### src/hw/rtl/imap_pkg.sv
package imap_pkg;

	localparam int WORD_W     = 16;
	localparam int COUNT_W    = 5;
	localparam int INDEX_W    = 4;
	localparam int FRAC_W     = 16;
	localparam int DIV_CNT_W  = $clog2(FRAC_W);
	localparam int CFG_IDX_W  = 1;

	typedef enum logic [1:0] {
		OP_LOOKUP     = 2'd0,
		OP_SPEED_EDGE = 2'd1,
		OP_LOAD_EDGE  = 2'd2,
		OP_CELL       = 2'd3
	} opcode_t;

	typedef enum logic [CFG_IDX_W-1:0] {
		REG_SPEED_COUNT = 1'b0,
		REG_LOAD_COUNT  = 1'b1
	} cfg_reg_t;

	typedef enum logic [3:0] {
		ST_IDLE,
		ST_RD0,
		ST_CHK0,
		ST_CHKL,
		ST_SCAN,
		ST_DIV,
		ST_CELL0,
		ST_CELL1,
		ST_CELL2,
		ST_BLEND0,
		ST_CELL3,
		ST_BLEND1,
		ST_BLEND2,
		ST_DONE
	} state_t;

	typedef enum logic {
		ARITH_DIV,
		ARITH_BLEND
	} arith_op_t;

	typedef struct packed {
		arith_op_t         op;
		logic [WORD_W-1:0] opa;
		logic [WORD_W-1:0] opb;
		logic [FRAC_W-1:0] frac;
	} arith_req_t;

	typedef struct packed {
		logic [WORD_W-1:0] res;
		logic              qbit;
	} arith_rsp_t;

	typedef struct packed {
		logic speed;
		logic load;
		logic map_cell;
	} wr_en_t;

endpackage

### src/hw/rtl/imap_store.sv
module imap_store #(
	parameter int SPEED_BINS = 16,
	parameter int LOAD_BINS  = 16
) (
	input  logic                                            clk,
	input  imap_pkg::wr_en_t                                wr_en,
	input  logic [imap_pkg::INDEX_W-1:0]                    wr_col,
	input  logic [imap_pkg::INDEX_W-1:0]                    wr_row,
	input  logic [imap_pkg::WORD_W-1:0]                     wr_word,
	input  logic [$clog2(SPEED_BINS)-1:0]                   speed_raddr,
	input  logic [$clog2(LOAD_BINS)-1:0]                    load_raddr,
	input  logic [$clog2(SPEED_BINS*LOAD_BINS)-1:0]         cell_raddr,
	output logic [imap_pkg::WORD_W-1:0]                     speed_rdata,
	output logic [imap_pkg::WORD_W-1:0]                     load_rdata,
	output logic [imap_pkg::WORD_W-1:0]                     cell_rdata
);
	import imap_pkg::*;

	localparam int SW    = $clog2(SPEED_BINS);
	localparam int LW    = $clog2(LOAD_BINS);
	localparam int CELLS = SPEED_BINS * LOAD_BINS;
	localparam int CAW   = $clog2(CELLS);

	logic [WORD_W-1:0] speed_mem [SPEED_BINS];
	logic [WORD_W-1:0] load_mem  [LOAD_BINS];
	logic [WORD_W-1:0] cell_mem  [CELLS];

	logic              col_ok;
	logic              row_ok;
	logic [CAW-1:0]    cell_waddr;

	always_comb begin
		col_ok     = int'(wr_col) < SPEED_BINS;
		row_ok     = int'(wr_row) < LOAD_BINS;
		cell_waddr = CAW'(int'(wr_row) * SPEED_BINS + int'(wr_col));
	end

	always_ff @(posedge clk) begin
		if (wr_en.speed && col_ok) begin
			speed_mem[SW'(wr_col)] <= wr_word;
		end
		speed_rdata <= speed_mem[speed_raddr];
	end

	always_ff @(posedge clk) begin
		if (wr_en.load && row_ok) begin
			load_mem[LW'(wr_row)] <= wr_word;
		end
		load_rdata <= load_mem[load_raddr];
	end

	always_ff @(posedge clk) begin
		if (wr_en.map_cell && col_ok && row_ok) begin
			cell_mem[cell_waddr] <= wr_word;
		end
		cell_rdata <= cell_mem[cell_raddr];
	end
endmodule

### config.mk
export PLATFORM = sky130hd
export DESIGN_NAME = imap_store
export DESIGN_NICKNAME = d
export VERILOG_FILES = /design/src/hw/rtl/imap_pkg.sv /design/src/hw/rtl/imap_store.sv
export SDC_FILE = /design/constraint.sdc
export NUM_CORES = 2
export LEC_CHECK = 0
export ABC_AREA = 1
export BUFFER_PORTS_ARGS = -buffer_cell sky130_fd_sc_hd__buf_2
export CAP_MARGIN = 15
export CORE_MARGIN = 2
export CORE_UTILIZATION = 45
export DETAILED_ROUTE_END_ITERATION = 10
export PLACE_DENSITY = 0.67
export SYNTH_ARGS = -nofsm -noshare
export SYNTH_HDL_FRONTEND = slang
export SYNTH_MEMORY_MAX_BITS = 65536
export SYNTH_SLANG_ARGS = --single-unit
### constraint.sdc
create_clock -name clk -period 7.56 [get_ports clk]
set_clock_uncertainty 0.05 [all_clocks]
set_input_delay 1.512 -clock clk [delete_from_list [all_inputs] [get_ports clk]]
set_output_delay 1.512 -clock clk [all_outputs]
set_load 0.1 [all_outputs]
**Word-level counts from Yosys, hierarchy flattened**

Memories as Yosys holds them, arrays and structs flattened. A register that Yosys moved wholly into a read port is not among the register bits.
Index checks and enable logic that the tools add are counted.

- Register bits: 0
- Latch bits: 0
- Bits in writable memories: 4608
- Memory bits (read-only): 0
- Input port bits: 44
- Output and inout bits: 48
- Logic and storage cells: 10
- Memories kept: 3

- Add/subtract/negate cells: 1
- Multipliers: 0
- Divide/modulo/power cells: 0
- Order comparisons: 0
- Eq/ne operators: 0
- Shifts and indexed selects: 0
- Multiplexer cells: 6
- Bitwise operators: 0
- Reductions and logical operators: 0

Memories:

| memory | depth | bits a word | rd ports | clocked after Yosys merged registers in | wr ports | RTL line | RTL |
|---|---|---|---|---|---|---|---|
| cell_mem | 256 | 16 | 1 | 1 | 1 | imap_store.sv:26 | `logic [WORD_W-1:0] cell_mem [CELLS];` |
| load_mem | 16 | 16 | 1 | 1 | 1 | imap_store.sv:25 | `logic [WORD_W-1:0] load_mem [LOAD_BINS];` |
| speed_mem | 16 | 16 | 1 | 1 | 1 | imap_store.sv:24 | `logic [WORD_W-1:0] speed_mem [SPEED_BINS];` |

Operators with widths:

| kind | number |
|---|---|
| adder 8 x 4 -> 8 bit | 1 |
| 2-to-1 mux 1 bit | 6 |

**Longest topological paths before layout**

- Depth after elaboration: 2
- Mapped depth: 15
- Mapped depth without buffers: 11

**Worst setup path before layout**

Ideal clock, no wire load.

- Path kind: input-to-reg
- Start: in wr_en[0] (netlist name)
- End: mem cell_mem[100][0], enable pin
- Setup time: 388 ps
- Arrival: 3170 ps
- Required time: 7122 ps
- Slack: 3952 ps
- Stages: 5
- Buffers on the path: 3
- Cell sequence: clkbuf_1 > clkbuf_1 > nand3_1 > clkbuf_1 > nor2_1

- Longest elaborated chain between the ends: 2

RTL lines:

| element | RTL line | RTL |
|---|---|---|
| start: declaration | imap_store.sv:6 | `input imap_pkg::wr_en_t wr_en,` |
| 2-to-1 mux 1 bit | imap_store.sv:53 | `if (wr_en.map_cell && col_ok && row_ok) begin` |
| 2-to-1 mux 1 bit (implied by the code) | imap_store.sv:54 | `cell_mem[cell_waddr] <= wr_word;` |
| end: declaration | imap_store.sv:26 |  |

No other way between the ends.

==> impl_metrics.csv <==
group,metric,value,unit
logic_synthesis,syn_nets,15000,
power,p_leak,72.2,nW
route,finalWirelength,527,mm
job,max_cap_violations,0,
setup_path,crit_required,8.46,ns
timing,slew_viol_final,0,
clocking,postCtsResizedCells,0,
setup_path,arrival,5.75,ns
floorplan,chipWidth,648,um
floorplan,ioPinCount,92,
logic_synthesis,netlist_area,186000,um2
finish,final_cell_mix,"edfxtp_1 (4608), nand2_1 (4228), nand3_1 (4068)",
timing,slew_headroom,0.158,
timing,fin_setup_tns,0,ns
clocking,numCtsBuffers,455,
timing,rsz0062_at_grt,"no",
grt,grt_pass1_vias,113000,
route,vias,121000,
logic_synthesis,synth_seq_cells,4656,
finish,fill_cells,34600,
place,dp.cells,20000,
timing,fin_crit_sh,0.642,
floorplan,die_area,420000,um2
finish,layout_commonest_cell,"edfxtp_1",
clocking,cts_tree,"built",
setup_path,cp-end-kind,"register",
grt,grt_use_total,0.245,
logic_synthesis,synth_cell_type_count,23,
grt,gr-total-overflow,0,
worst_hold_path,worstHoldPathType,"register to register",
clocking,clock-sinks,4656,
timing,worst_pin_slew,1.26,ns
grt,grt_max_degree,204,
place,dpl.hpwl,283,mm
setup_path,cp-start-kind,"input pin",
route,wl_per_cell,25.2,um
floorplan,core,413000,um2
power,power_density,261,nW/um2
route,drt_iter0_markers,17500,
grt,antenna_found_initial,28,
clocking,insertion_delay,1.02,ns
grt,grt_pass1_wl,765,mm
clocking,cts.clk_slew.worst_paths,0.06,ns
logic_synthesis,synthCells,15000,
finish,stdcell_count,20900,
clocking,h-tree-depth,5,
route,ant_nets,0,
clocking,cts_hold_buf,0,
timing,setup_viol,0,
floorplan,start_util,0.452,
floorplan,fp-row-count,236,
clocking,cts_buffer_depth,4,
clocking,root_buffer,"clkbuf_16",
timing,hold_viol,0,
timing,fmax,0.206,GHz
clocking,post_cts_buffers,0,
logic_synthesis,synth-seq-area-share,0.747,
setup_path,crit_type,"input pin to register",
logic_synthesis,yosysWarnings,0,
timing,min_period,4.85,ns
finish,area_growth,11.5,%
place,io_buffers,91,
status,status,"complete, no violations",
route,via_per_inst,5.81,
logic_synthesis,avgSynthCellArea,12.4,um2
route,firstDrtPassIters,6,
finish,fin_util,0.504,
finish,nets,15000,
power,ir_worst_vdd,0.202,mV
finish,drive_gt1_frac,0.0801,
place,gp_congestion,0.860,
floorplan,dieHeight,648,um
route,drc_errors,0,
setup_path,critPathMaxFanout,166,
## final timing paths
kind,start,end,slack (ns),depth (start not counted)
setup / recovery,cell_raddr[0],cell_rdata[5],2.71,14
hold / removal,load_mem[8][0],load_rdata[0],0.58,4
setup reg to reg,cell_mem[111][5],cell_rdata[5],5.08,10
hold reg to reg,load_mem[8][0],load_rdata[0],0.58,4
## report_power, final
group | switching, W | internal, W
clock | 0.00972 | 0.0126
sequential | 0.0000665 | 0.0285
combinational | 0.00272 | 0.000740
total | 0.0125 | 0.0418
## area by class of cell
class,count,area (um2),area share
antenna,45,113,0.000541
clock buffer,569,12100,0.0580
clock inverter,273,2520,0.0121
inverter,160,653,0.00314
multi-input combinational,9153,41500,0.199
sequential,4656,139000,0.670
tap,5474,6850,0.0329
timing repair buffer,552,4980,0.0239
## worst max-delay path, cell delays in order
cell and delay [ns]:
buf_12 0.16, inv_16 0.62, buf_12 0.38, buf_12 0.44, nand2_1 0.11, nand3_1 0.10
nand3_1 0.08, nand3_1 0.20, nand3_1 0.18, nand3_1 0.27, nand3_1 0.49, nand2_1 0.34
nand2_1 0.19, nand2_1 0.10
## state kept, by name (all words and copies together) (netlist names)
signal,count
speed_mem,256
cell_rdata,16
load_mem,256
cell_mem,4096
speed_rdata,16
load_rdata,16
## metrics by stage
stage	power [W]	cell area (um2)	setup WS, ns	hold WS [ns]
floorplan	0.0310	186000	3.95	0.511
global placement	0.0325	193000	2.01	0.552
detailed placement	0.0325	193000	2.01	0.570
CTS	0.0544	208000	3.07	0.584
global route	0.0557	208000	2.89	0.621
finish	0.0543	208000	2.71	0.579
## cell families after synthesis
| family | synth area share |
|---|---|
| and+or+nand+nor | 0.201 |
| muxes | 0.00687 |
| AOI/OAI and AO/OA | 0.0128 |
| DFF | 0.747 |
| buffers and inverters | 0.0322 |
## cells in the mapped netlist
cell | count | area [um2]
nand2_1 | 4229 | 15900
nand3_1 | 4077 | 20400
dfxtp_1 | 48 | 961
o211ai_1 | 128 | 961
inv_4 | 2 | 12.5
inv_2 | 4 | 15.0
buf_4 | 130 | 976
nor3_1 | 16 | 80.1
mux2i_1 | 128 | 1280
clkbuf_1 | 193 | 724
edfxtp_1 | 4608 | 138000
buf_2 | 553 | 2770
inv_1 | 153 | 574
a21oi_1 | 128 | 641
o21ai_0 | 156 | 781
clkinv_1 | 1 | 3.75
buf_1 | 103 | 387
buf_6 | 44 | 495
clkbuf_4 | 1 | 7.51
nand4_1 | 6 | 37.5
nor2_1 | 285 | 1070
buf_12 | 1 | 20.0
buf_8 | 1 | 15.0
## layer usage
layer,vias up,track usage,part of all wire
li1,53900,-,-
met1,59900,0.344,0.40
met2,6656,0.379,0.46
met3,980,0.0432,0.10
met4,14,0.0947,0.038
met5,-,0,0.00019
No activity file was read; power rests on OpenSTA's default activity.
