**config.mk**
```make
export PLATFORM = sky130hd
export DESIGN_NAME = imap_arith
export DESIGN_NICKNAME = d
export VERILOG_FILES = /design/src/hw/rtl/imap_pkg.sv /design/src/hw/rtl/imap_arith.sv
export SDC_FILE = /design/constraint.sdc
export NUM_CORES = 1
export LEC_CHECK = 0
export BUFFER_PORTS_ARGS = -buffer_cell sky130_fd_sc_hd__clkbuf_2
export CAP_MARGIN = 20
export CORE_AREA = 2 2 146 176
export DETAILED_ROUTE_END_ITERATION = 6
export DIE_AREA = 0 0 148 178
export GPL_TIMING_DRIVEN = 1
export PLACE_DENSITY = 0.82
export SETUP_SLACK_MARGIN = 0.1
export SYNTH_ARGS = -nofsm -noshare
export SYNTH_HDL_FRONTEND = slang
export SYNTH_SLANG_ARGS = --single-unit
```
**constraint.sdc**
```tcl
create_clock -name vclk -period 24.4
set_input_delay 6.1 -clock vclk [all_inputs]
set_output_delay 6.1 -clock vclk [all_outputs]
set_load 0.005 [all_outputs]
```
**src/hw/rtl/imap_pkg.sv**
```systemverilog
package imap_pkg;

	localparam int WORD_W     = 16;
	localparam int COUNT_W    = 5;
	localparam int INDEX_W    = 4;
	localparam int FRAC_W     = 16;
	localparam int DIV_CNT_W  = $clog2(FRAC_W);
	localparam int CFG_IDX_W  = 1;

	typedef enum logic [1:0] {
		OP_LOOKUP     = 2'd0,
		OP_SPEED_EDGE = 2'd1,
		OP_LOAD_EDGE  = 2'd2,
		OP_CELL       = 2'd3
	} opcode_t;

	typedef enum logic [CFG_IDX_W-1:0] {
		REG_SPEED_COUNT = 1'b0,
		REG_LOAD_COUNT  = 1'b1
	} cfg_reg_t;

	typedef enum logic [3:0] {
		ST_IDLE,
		ST_RD0,
		ST_CHK0,
		ST_CHKL,
		ST_SCAN,
		ST_DIV,
		ST_CELL0,
		ST_CELL1,
		ST_CELL2,
		ST_BLEND0,
		ST_CELL3,
		ST_BLEND1,
		ST_BLEND2,
		ST_DONE
	} state_t;

	typedef enum logic {
		ARITH_DIV,
		ARITH_BLEND
	} arith_op_t;

	typedef struct packed {
		arith_op_t         op;
		logic [WORD_W-1:0] opa;
		logic [WORD_W-1:0] opb;
		logic [FRAC_W-1:0] frac;
	} arith_req_t;

	typedef struct packed {
		logic [WORD_W-1:0] res;
		logic              qbit;
	} arith_rsp_t;

	typedef struct packed {
		logic speed;
		logic load;
		logic map_cell;
	} wr_en_t;

endpackage

```
**src/hw/rtl/imap_arith.sv**
```systemverilog
module imap_arith (
	input  imap_pkg::arith_req_t req,
	output imap_pkg::arith_rsp_t rsp
);
	import imap_pkg::*;

	logic [WORD_W:0]          rem_x2;
	logic                     ge;
	logic signed [WORD_W:0]   diff;
	logic signed [FRAC_W:0]   frac_s;
	logic signed [33:0]       prod;
	logic signed [33:0]       sum;

	always_comb begin
		rem_x2 = {req.opa, 1'b0};
		ge     = rem_x2 >= {1'b0, req.opb};
		diff   = $signed({req.opb[WORD_W-1], req.opb}) - $signed({req.opa[WORD_W-1], req.opa});
		frac_s = $signed({1'b0, req.frac});
		prod   = diff * frac_s;
		sum    = $signed({{(34-WORD_W){req.opa[WORD_W-1]}}, req.opa}) + (prod >>> FRAC_W);
		unique case (req.op)
			ARITH_DIV: begin
				rsp.qbit = ge;
				rsp.res  = ge ? WORD_W'(rem_x2 - {1'b0, req.opb}) : rem_x2[WORD_W-1:0];
			end
			ARITH_BLEND: begin
				rsp.qbit = 1'b0;
				rsp.res  = sum[WORD_W-1:0];
			end
			default: begin
				rsp.qbit = 1'b0;
				rsp.res  = '0;
			end
		endcase
	end
endmodule

```
Word-level counts from Yosys, hierarchy flattened. Cells that the tools add are included.

Output and inout bits: 17. Register bits: 0.

Multipliers: 1. $lt $le $gt $ge: 1. Bitwise logic cells: 1. Add/subtract/negate cells: 3. Mux-type cells: 2.

Operator list (number): $pmux 17 s2 (1); $mul 17x17->32 (1); $ge 17x16->1 (1); $sub 16x16->17 (1); $add 16x16->16 (1); $mux 16 (1); $sub 16x16->16 (1); $not 1->1 (1).

Logic depth before layout (Yosys ltp). Gate-level depths: netlist of the first run.

Depth in word-level cells: 4. Gate-level depth with buffers: 42. Mapped depth without buffers: 41.

Worst setup path after synthesis of the first run. No wires, ideal clock.

Path kind: input -> output. Start point: input port req[33] (netlist bit). End point: output port rsp[15] (netlist bit). Stages on the path: 38. Path buffers: 1. Data arrival time: 15028 ps. Path slack: 3272 ps. Cell sequence: inv_1 -> ha_1 -> nor2b_1 -> o21ai_0 -> a21boi_0 -> o2111a_1 -> o21a_1 -> o21a_1 -> clkbuf_1 -> nor4_1 -> a311o_1 -> fa_1 -> inv_1 -> fa_1 -> inv_1 -> fa_1 -> fa_1 -> fa_1 -> (+2 left out) -> inv_1 -> ha_1 -> a2111oi_0 -> o21ai_0 -> o21ai_0 -> a21bo_2 -> a21boi_0 -> or4b_2 -> o311ai_0 -> ha_1 -> a211oi_1 -> o211ai_1 -> a41oi_1 -> nor2b_1 -> o31ai_1 -> mux2i_1 -> o31a_1 -> a221oi_2.

RTL lines: start, declared (RTL line imap_arith.sv:2) `input imap_pkg::arith_req_t req,`; end, declared (RTL line imap_arith.sv:3) `output imap_pkg::arith_rsp_t rsp`.

==> impl_metrics.json, run 1 <==
{
  "status": "complete, no violations",
  "synth_simple_gate_area_share_pct": 17.3,
  "synth_top_family_by_area": "adder cells",
  "io_buffers": 66,
  "path_class": "in -> out",
  "nClkBuffers": 0,
  "hpwl_um": 27000,
  "finish.utilization_pct": 56.6,
  "cts_resized": 0,
  "die-area_sq_um": 26300,
  "antenna_left": 0,
  "synthAdderAreaFrac_pct": 52.5,
  "avgRoutedWirePerCell_um": 17.1,
  "maxCapViolations": 0,
  "die_w_um": 148,
  "crit_slowest_cell": "a2111oi_0",
  "final_cell_mix": "inv_1 (382), fa_1 (268), nand2_1 (196)",
  "synth.top_cell.area_share_pct": 40.2,
  "syn_nets": 2054,
  "max_freq_ghz": 0.0440,
  "hold_viol": 0,
  "syn_area_per_cell_sq_um": 8.30,
  "slew_headroom_pct": 37.8,
  "finalSetupViolCount": 0,
  "synth_compound_area_share_pct": 10.3,
  "max_slew.worst_pin.slew_ns": 0.928,
  "cp_max_fo": 9,
  "worst_path_most_repeated_cell": "fa_1",
  "grt_usage_pct": 26.0,
  "antennaDiodeCount": 0,
  "path_buf_inv": 7,
  "synth_area_leaders": "fa_1 (40%), ha_1 (12%), inv_1 (11%)",
  "drv_slew": 0,
  "finalCriticalPeriod_ns": 22.73,
  "hp-class": "in -> out",
  "die_y_um": 178,
  "syn2layout_area_growth_pct": 4.42,
  "synth.distinct_cells": 61,
  "rows": 63,
  "vias": 10900,
  "antenna_found_initial": 0,
  "synth_xor_area_share_pct": 3.91,
  "syn_area_sq_um": 13300,
  "wirelength_um": 33200,
  "drive_gt1_share_pct": 6.75,
  "final_common_cell": "inv_1",
  "ys_warn_count": 0,
  "grt_pass1_vias": 11600,
  "start_kind": "primary input",
  "grt_max_degree": 37,
  "synth-seq-area-share_pct": 0,
  "crit_required_ns": 18.30,
  "seq_cells": 0,
  "gp_congestion": 0.888,
  "drc_errors": 0,
  "totalNegativeSetupSlack_ns": 0,
  "synth_top_area_cell": "fa_1",
  "worstPathArrival_ns": 16.63,
  "postSynthCellCount": 1606,
  "grt_overflow_total": 0,
  "fin_crit_sh_pct": 93.2,
  "cp-end-kind": "output pin",
  "rsz0062_at_grt": "no",
  "finalNetCount": 2064,
  "critical_path.top_delay_family": "compound AO/OA/AOI/OAI gates",
  "grt_pass1_wl_um": 55100,
  "pin_count": 66,
  "start_util_pct": 54.2,
  "worstHoldStart": "req[16]",
  "core-area_sq_um": 24600,
  "drt_pass1_iterations": 5,
  "worstHoldPathCells": 4,
  "avgViaCountPerCell": 5.63,
  "max_stage_delay_ns": 0.65,
  "drt_iter0_drc": 561,
  "post-cts-setup-buffer-count": 0,
  "hold_buffers": 0,
  "seqCellArea_sq_um": 0,
  "synthMuxAreaShare_pct": 2.95,
  "whs_endpoint": "rsp[1]"
}
==> cells by family after synthesis <==
kind of cell | Yosys count
compound gates | 189
xor+xnor | 58
fa+ha+maj | 399
buf+inv | 457
mux | 38
simple gates | 465
==> layout make-up <==
type | instances | area (sq um)
inverters | 382 | 1430
repair buffers | 83 | 458
fillers | 2205 | 10700
multi-input cells | 1149 | 11600
well taps | 325 | 407
==> worst max-delay path by stage <==
stage	start	slack, ns	to	cells past startpoint
floorplan	req[33]	3.27	rsp[15]	38
global placement	req[33]	1.82	rsp[15]	40
detailed placement	req[33]	1.73	rsp[15]	40
CTS	req[33]	1.73	rsp[15]	40
global route	req[33]	0.89	rsp[15]	40
finish	req[33]	1.67	rsp[15]	39
==> per-layer routing <==
layer  global-route usage [%]  routed length [um]  vias to the layer above
met2                     49.0               17700                      419
met1                     30.2               11800                     5391
met3                     1.69                1830                      128
met4                     11.9                1860                        0
li1                         -                   -                     4987
met5                        0                   0                        -
==> cell usage after synthesis, types with 5 or more instances <==
cell type and count:
o211ai_1 20, nor3_1 10, a21o_1 17, nand3_1 20, ha_1 131, fa_1 268
o21a_1 14, mux2_2 10, a311oi_1 10, nor2b_1 43, nor2_1 35, xor2_1 11
o21ai_0 33, xnor2_1 46, inv_1 382, a211oi_1 5, clkbuf_1 64, a311o_1 8
and2_1 93, nor4_1 18, a21oi_1 33, mux2i_1 28, and3_1 5, nand2_1 196
nand2b_1 30
==> worst min-delay path: stages <==
cell      delay, ns
clkbuf_2       0.10
inv_1          0.11
o31ai_1        0.09
clkbuf_2       0.11
==> metrics by stage <==
stage	worst slack (ns)	hold slack, ns	instances	cell area, sq um
2_1_floorplan	3.27	12.36	1606	13300
3_3_place_gp	1.82	12.61	1939	13900
3_5_place_dp	1.73	12.62	1939	13900
4_1_cts	1.73	12.62	1939	13900
5_1_grt	0.893	12.64	1939	13900
6_report	1.67	12.62	1939	13900
Power of run 1 is not shown: default switching activity piles up to over one toggle a cycle in this logic, so the estimate is an artifact.
==> inputs of run 2 (changes only) <==
==> constraint.sdc (replaced) <==
create_clock -name vclk -period 24.4
set_input_delay 6.1 -clock vclk [all_inputs]
set_output_delay 6.1 -clock vclk [all_outputs]
set_load 0.05 [all_outputs]
==> impl_metrics.json, run 2 (synthesized netlist as in run 1, its figures left out) <==
{
  "totalNegativeSetupSlack_ns": 0,
  "core-area_sq_um": 24600,
  "grt_usage_pct": 25.5,
  "start_util_pct": 54.2,
  "vias": 11100,
  "n_fill_cell": 2180,
  "path_class": "in -> out",
  "drv_slew": 0,
  "start_kind": "primary input",
  "crit_slowest_cell": "a2111oi_0",
  "drive_gt1_share_pct": 6.70,
  "hpwl_um": 26900,
  "max_slew.worst_pin.slew_ns": 1.02,
  "post-cts-setup-buffer-count": 0,
  "final_cell_mix": "inv_1 (382), fa_1 (268), nand2_1 (196)",
  "drt_pass1_iterations": 5,
  "cp-end-kind": "output pin",
  "worstHoldStart": "req[16]",
  "grt_max_degree": 37,
  "worstHoldPathCells": 4,
  "avgRoutedWirePerCell_um": 17.0,
  "nClkBuffers": 0,
  "pin_count": 66,
  "crit_required_ns": 18.30,
  "drt_iter0_drc": 762,
  "seqCellArea_sq_um": 0,
  "die_y_um": 178,
  "hold_buffers": 0,
  "finalSetupViolCount": 0,
  "max_freq_ghz": 0.0431,
  "rsz0062_at_grt": "no",
  "hold_viol": 0,
  "final_common_cell": "inv_1",
  "avgViaCountPerCell": 5.72,
  "grt_pass1_vias": 11500,
  "whs_endpoint": "rsp[1]",
  "slew_headroom_pct": 31.7,
  "wirelength_um": 33000,
  "finalCriticalPeriod_ns": 23.21,
  "worst_path_most_repeated_cell": "inv_1",
  "cts_resized": 0,
  "rows": 63,
  "hp-class": "in -> out",
  "die-area_sq_um": 26300,
  "antenna_found_initial": 0,
  "finalNetCount": 2063,
  "antenna_left": 0,
  "worstPathArrival_ns": 17.11,
  "grt_pass1_wl_um": 54500,
  "max_stage_delay_ns": 0.70,
  "status": "complete, no violations",
  "seq_cells": 0,
  "cp_max_fo": 33,
  "grt_overflow_total": 0,
  "drc_errors": 0,
  "maxCapViolations": 0,
  "die_w_um": 148,
  "io_buffers": 66,
  "antennaDiodeCount": 0,
  "syn2layout_area_growth_pct": 4.36,
  "fin_crit_sh_pct": 95.1,
  "gp_congestion": 0.890
}
[run 2: cell count changes in the layout (fill, tap and decap cells not counted), sizes merged]
cell,previous run,this run
buf,17,16
[run 2: how the worst max path moves through the flow]
stage / startpoint / end / slack [ns] / cells after the start
after global routing: req[33] / rsp[15] / 0.39 / 43
after global placement: req[33] / rsp[15] / 1.44 / 43
final: req[33] / rsp[15] / 1.19 / 43
after CTS: req[33] / rsp[15] / 1.25 / 43
after floorplan: req[33] / rsp[15] / 2.75 / 38
after detailed placement: req[33] / rsp[15] / 1.28 / 43
[run 2: critical path, delay by kind of cell]
| kind | cells | cell delay (ns) |
|---|---|---|
| buf+inv | 11 | 1.38 |
| simple gates | 5 | 1.11 |
| mux | 1 | 0.12 |
| compound gates | 17 | 4.56 |
| fa+ha+maj | 9 | 3.83 |
[run 2: cell type report]
cell class         count  area, sq um  area share, %
multi-input cells   1149        11600           83.5
inverters            382         1430           10.3
repair buffers        82          450           3.24
well taps            325          407           2.92
[run 2: stage by stage]
stage                     setup WS (ns)  utilization (%)  std cells  area [sq um]  hold slack [ns]
final                              1.19             56.6       1938         13900            12.75
after floorplan                    2.75                -       1606         13300            12.47
after detailed placement           1.28             56.6       1938         13900            12.76
after CTS                          1.25             56.6       1938         13900            12.76
after global routing              0.390             56.6       1938         13900            12.77
after global placement             1.44             56.6       1938         13900            12.74
[run 2: per-layer routing]
| metal | vias up | track usage (%) | part of all wire, % |
|---|---|---|---|
| li1 | 4979 | - | - |
| met5 | - | 0 | 0 |
| met4 | 0 | 8.49 | 3.4 |
| met1 | 5584 | 29.8 | 36 |
| met3 | 96 | 1.53 | 5.7 |
| met2 | 426 | 49.5 | 55 |
Power of run 2 is left out for the same reason.
==> inputs of run 3 (changes only) <==
--- a/config.mk
+++ b/config.mk
@@ -5,11 +5,12 @@
 export SDC_FILE = /design/constraint.sdc
 export NUM_CORES = 1
 export LEC_CHECK = 0
+export ABC_AREA = 1
 export BUFFER_PORTS_ARGS = -buffer_cell sky130_fd_sc_hd__clkbuf_2
 export CAP_MARGIN = 20
-export CORE_AREA = 2 2 146 176
+export CORE_AREA = 2 2 143 173
 export DETAILED_ROUTE_END_ITERATION = 6
-export DIE_AREA = 0 0 148 178
+export DIE_AREA = 0 0 145 175
 export GPL_TIMING_DRIVEN = 1
 export PLACE_DENSITY = 0.82
 export SETUP_SLACK_MARGIN = 0.1
==> impl_metrics.json, run 3 <==
{
  "rsz0062_at_grt": "no",
  "drc_errors": 0,
  "syn2layout_area_growth_pct": 4.77,
  "avgRoutedWirePerCell_um": 16.7,
  "synth-seq-area-share_pct": 0,
  "worstPathArrival_ns": 15.45,
  "gp_congestion": 0.967,
  "rows": 62,
  "io_buffers": 66,
  "die_w_um": 145,
  "cts_resized": 0,
  "antenna_left": 0,
  "avgViaCountPerCell": 5.35,
  "finalCriticalPeriod_ns": 21.55,
  "worst_path_most_repeated_cell": "nand2_1",
  "start_util_pct": 54.1,
  "antennaDiodeCount": 0,
  "cp-end-kind": "output pin",
  "drt_pass1_iterations": 7,
  "die_y_um": 175,
  "whs_ns": 12.80,
  "placed_area_sq_um": 13400,
  "status": "complete, no violations",
  "grt_pass1_wl_um": 57800,
  "totalNegativeSetupSlack_ns": 0,
  "syn_area_per_cell_sq_um": 7.41,
  "post-cts-setup-buffer-count": 0,
  "cp_max_fo": 11,
  "hold_viol": 0,
  "seq_cells": 0,
  "crit_required_ns": 18.30,
  "synth_area_leaders": "fa_1 (42%), inv_1 (14%), ha_1 (13%)",
  "grt_pass1_vias": 11700,
  "drv_slew": 0,
  "grt_overflow_total": 0,
  "grt_max_degree": 24,
  "finish.utilization_pct": 56.7,
  "slew_headroom_pct": 27.6,
  "syn_area_sq_um": 12800,
  "antenna_found_initial": 0,
  "crit_slowest_cell": "fa_1",
  "hpwl_um": 31000,
  "max_slew.worst_pin.slew_ns": 1.08,
  "vias": 11200,
  "final_cell_mix": "inv_1 (462), nand2_1 (334), fa_1 (268)",
  "hold_buffers": 0,
  "yosysMostFrequentCell": "inv_1",
  "wirelength_um": 34800,
  "syn_nets": 2174,
  "ys_top_cells_by_count": "inv_1 (462), nand2_1 (334), fa_1 (268)",
  "drt_iter0_drc": 657,
  "hp-class": "in -> out",
  "seqCellArea_sq_um": 0,
  "ys_warn_count": 0,
  "fin_crit_sh_pct": 88.3,
  "nClkBuffers": 0,
  "path_class": "in -> out",
  "max_freq_ghz": 0.0464,
  "synth_top_area_cell": "fa_1",
  "core-area_sq_um": 23700,
  "drive_gt1_share_pct": 5.73,
  "final_common_cell": "inv_1",
  "pin_count": 66,
  "postSynthCellCount": 1726,
  "start_kind": "primary input",
  "die-area_sq_um": 25400,
  "finalSetupViolCount": 0,
  "maxCapViolations": 0,
  "grt_usage_pct": 28.4,
  "finalNetCount": 2213,
  "synth.top_cell.area_share_pct": 41.9,
  "synth.distinct_cells": 45,
  "final_area_sq_um": 13400,
  "max_stage_delay_ns": 0.70
}
run 3: cell types whose count changed in the layout (fill, tap and decap cells not counted), moves of 43 or more:
cell,delta
and2_1,-93
inv_1,+80
nand2_1,+138
nand3_1,+59
nor2_1,+134
nor2b_1,-43
run 3: final cells by class:
cell class                      count  area, sq um
Timing Repair Buffer               67          342
Tap cell                          320          400
Fill cell                        2252        10300
Multi-Input combinational cell   1218        10900
Inverter                          478         1790
run 3: routing by layer:
metal / vias to the layer above / share of wire (%) / track usage (%)
met5: - / 0 / 0
met4: 0 / 5.7 / 13.1
met3: 128 / 7.2 / 3.19
met2: 463 / 50 / 51.5
met1: 5385 / 37 / 34.0
li1: 5176 / - / -
run 3: through the flow:
stage / setup slack, ns / instances
3_3_place_gp: 2.97 / 2082
5_1_grt: 2.22 / 2083
2_1_floorplan: 3.97 / 1726
6_report: 2.85 / 2083
3_5_place_dp: 2.99 / 2082
4_1_cts: 2.91 / 2082
run 3: path summary, 6_finish.rpt:
check	start	end	slack, ns	cells past startpoint
worst max-delay path	req[16]	rsp[16]	2.85	47
worst min-delay path	req[16]	rsp[1]	12.80	4
run 3: critical path: cells and delay by family:
kind                     cells  cell delay, ns
buffers and inverters       10            1.42
AO/OA/AOI/OAI                2            0.39
adder cells (fa/ha/maj)     10            4.65
AND/OR/NAND/NOR             24            2.64
XOR/XNOR                     1            0.22
run 3: logic make-up after synthesis:
family	after synthesis	share of synthesized area [%]
AO/OA/AOI/OAI	143	6.31
XOR/XNOR	47	3.48
adder cells (fa/ha/maj)	399	54.7
buffers and inverters	508	15.1
AND/OR/NAND/NOR	629	20.4
Power of run 3 is left out for the same reason.
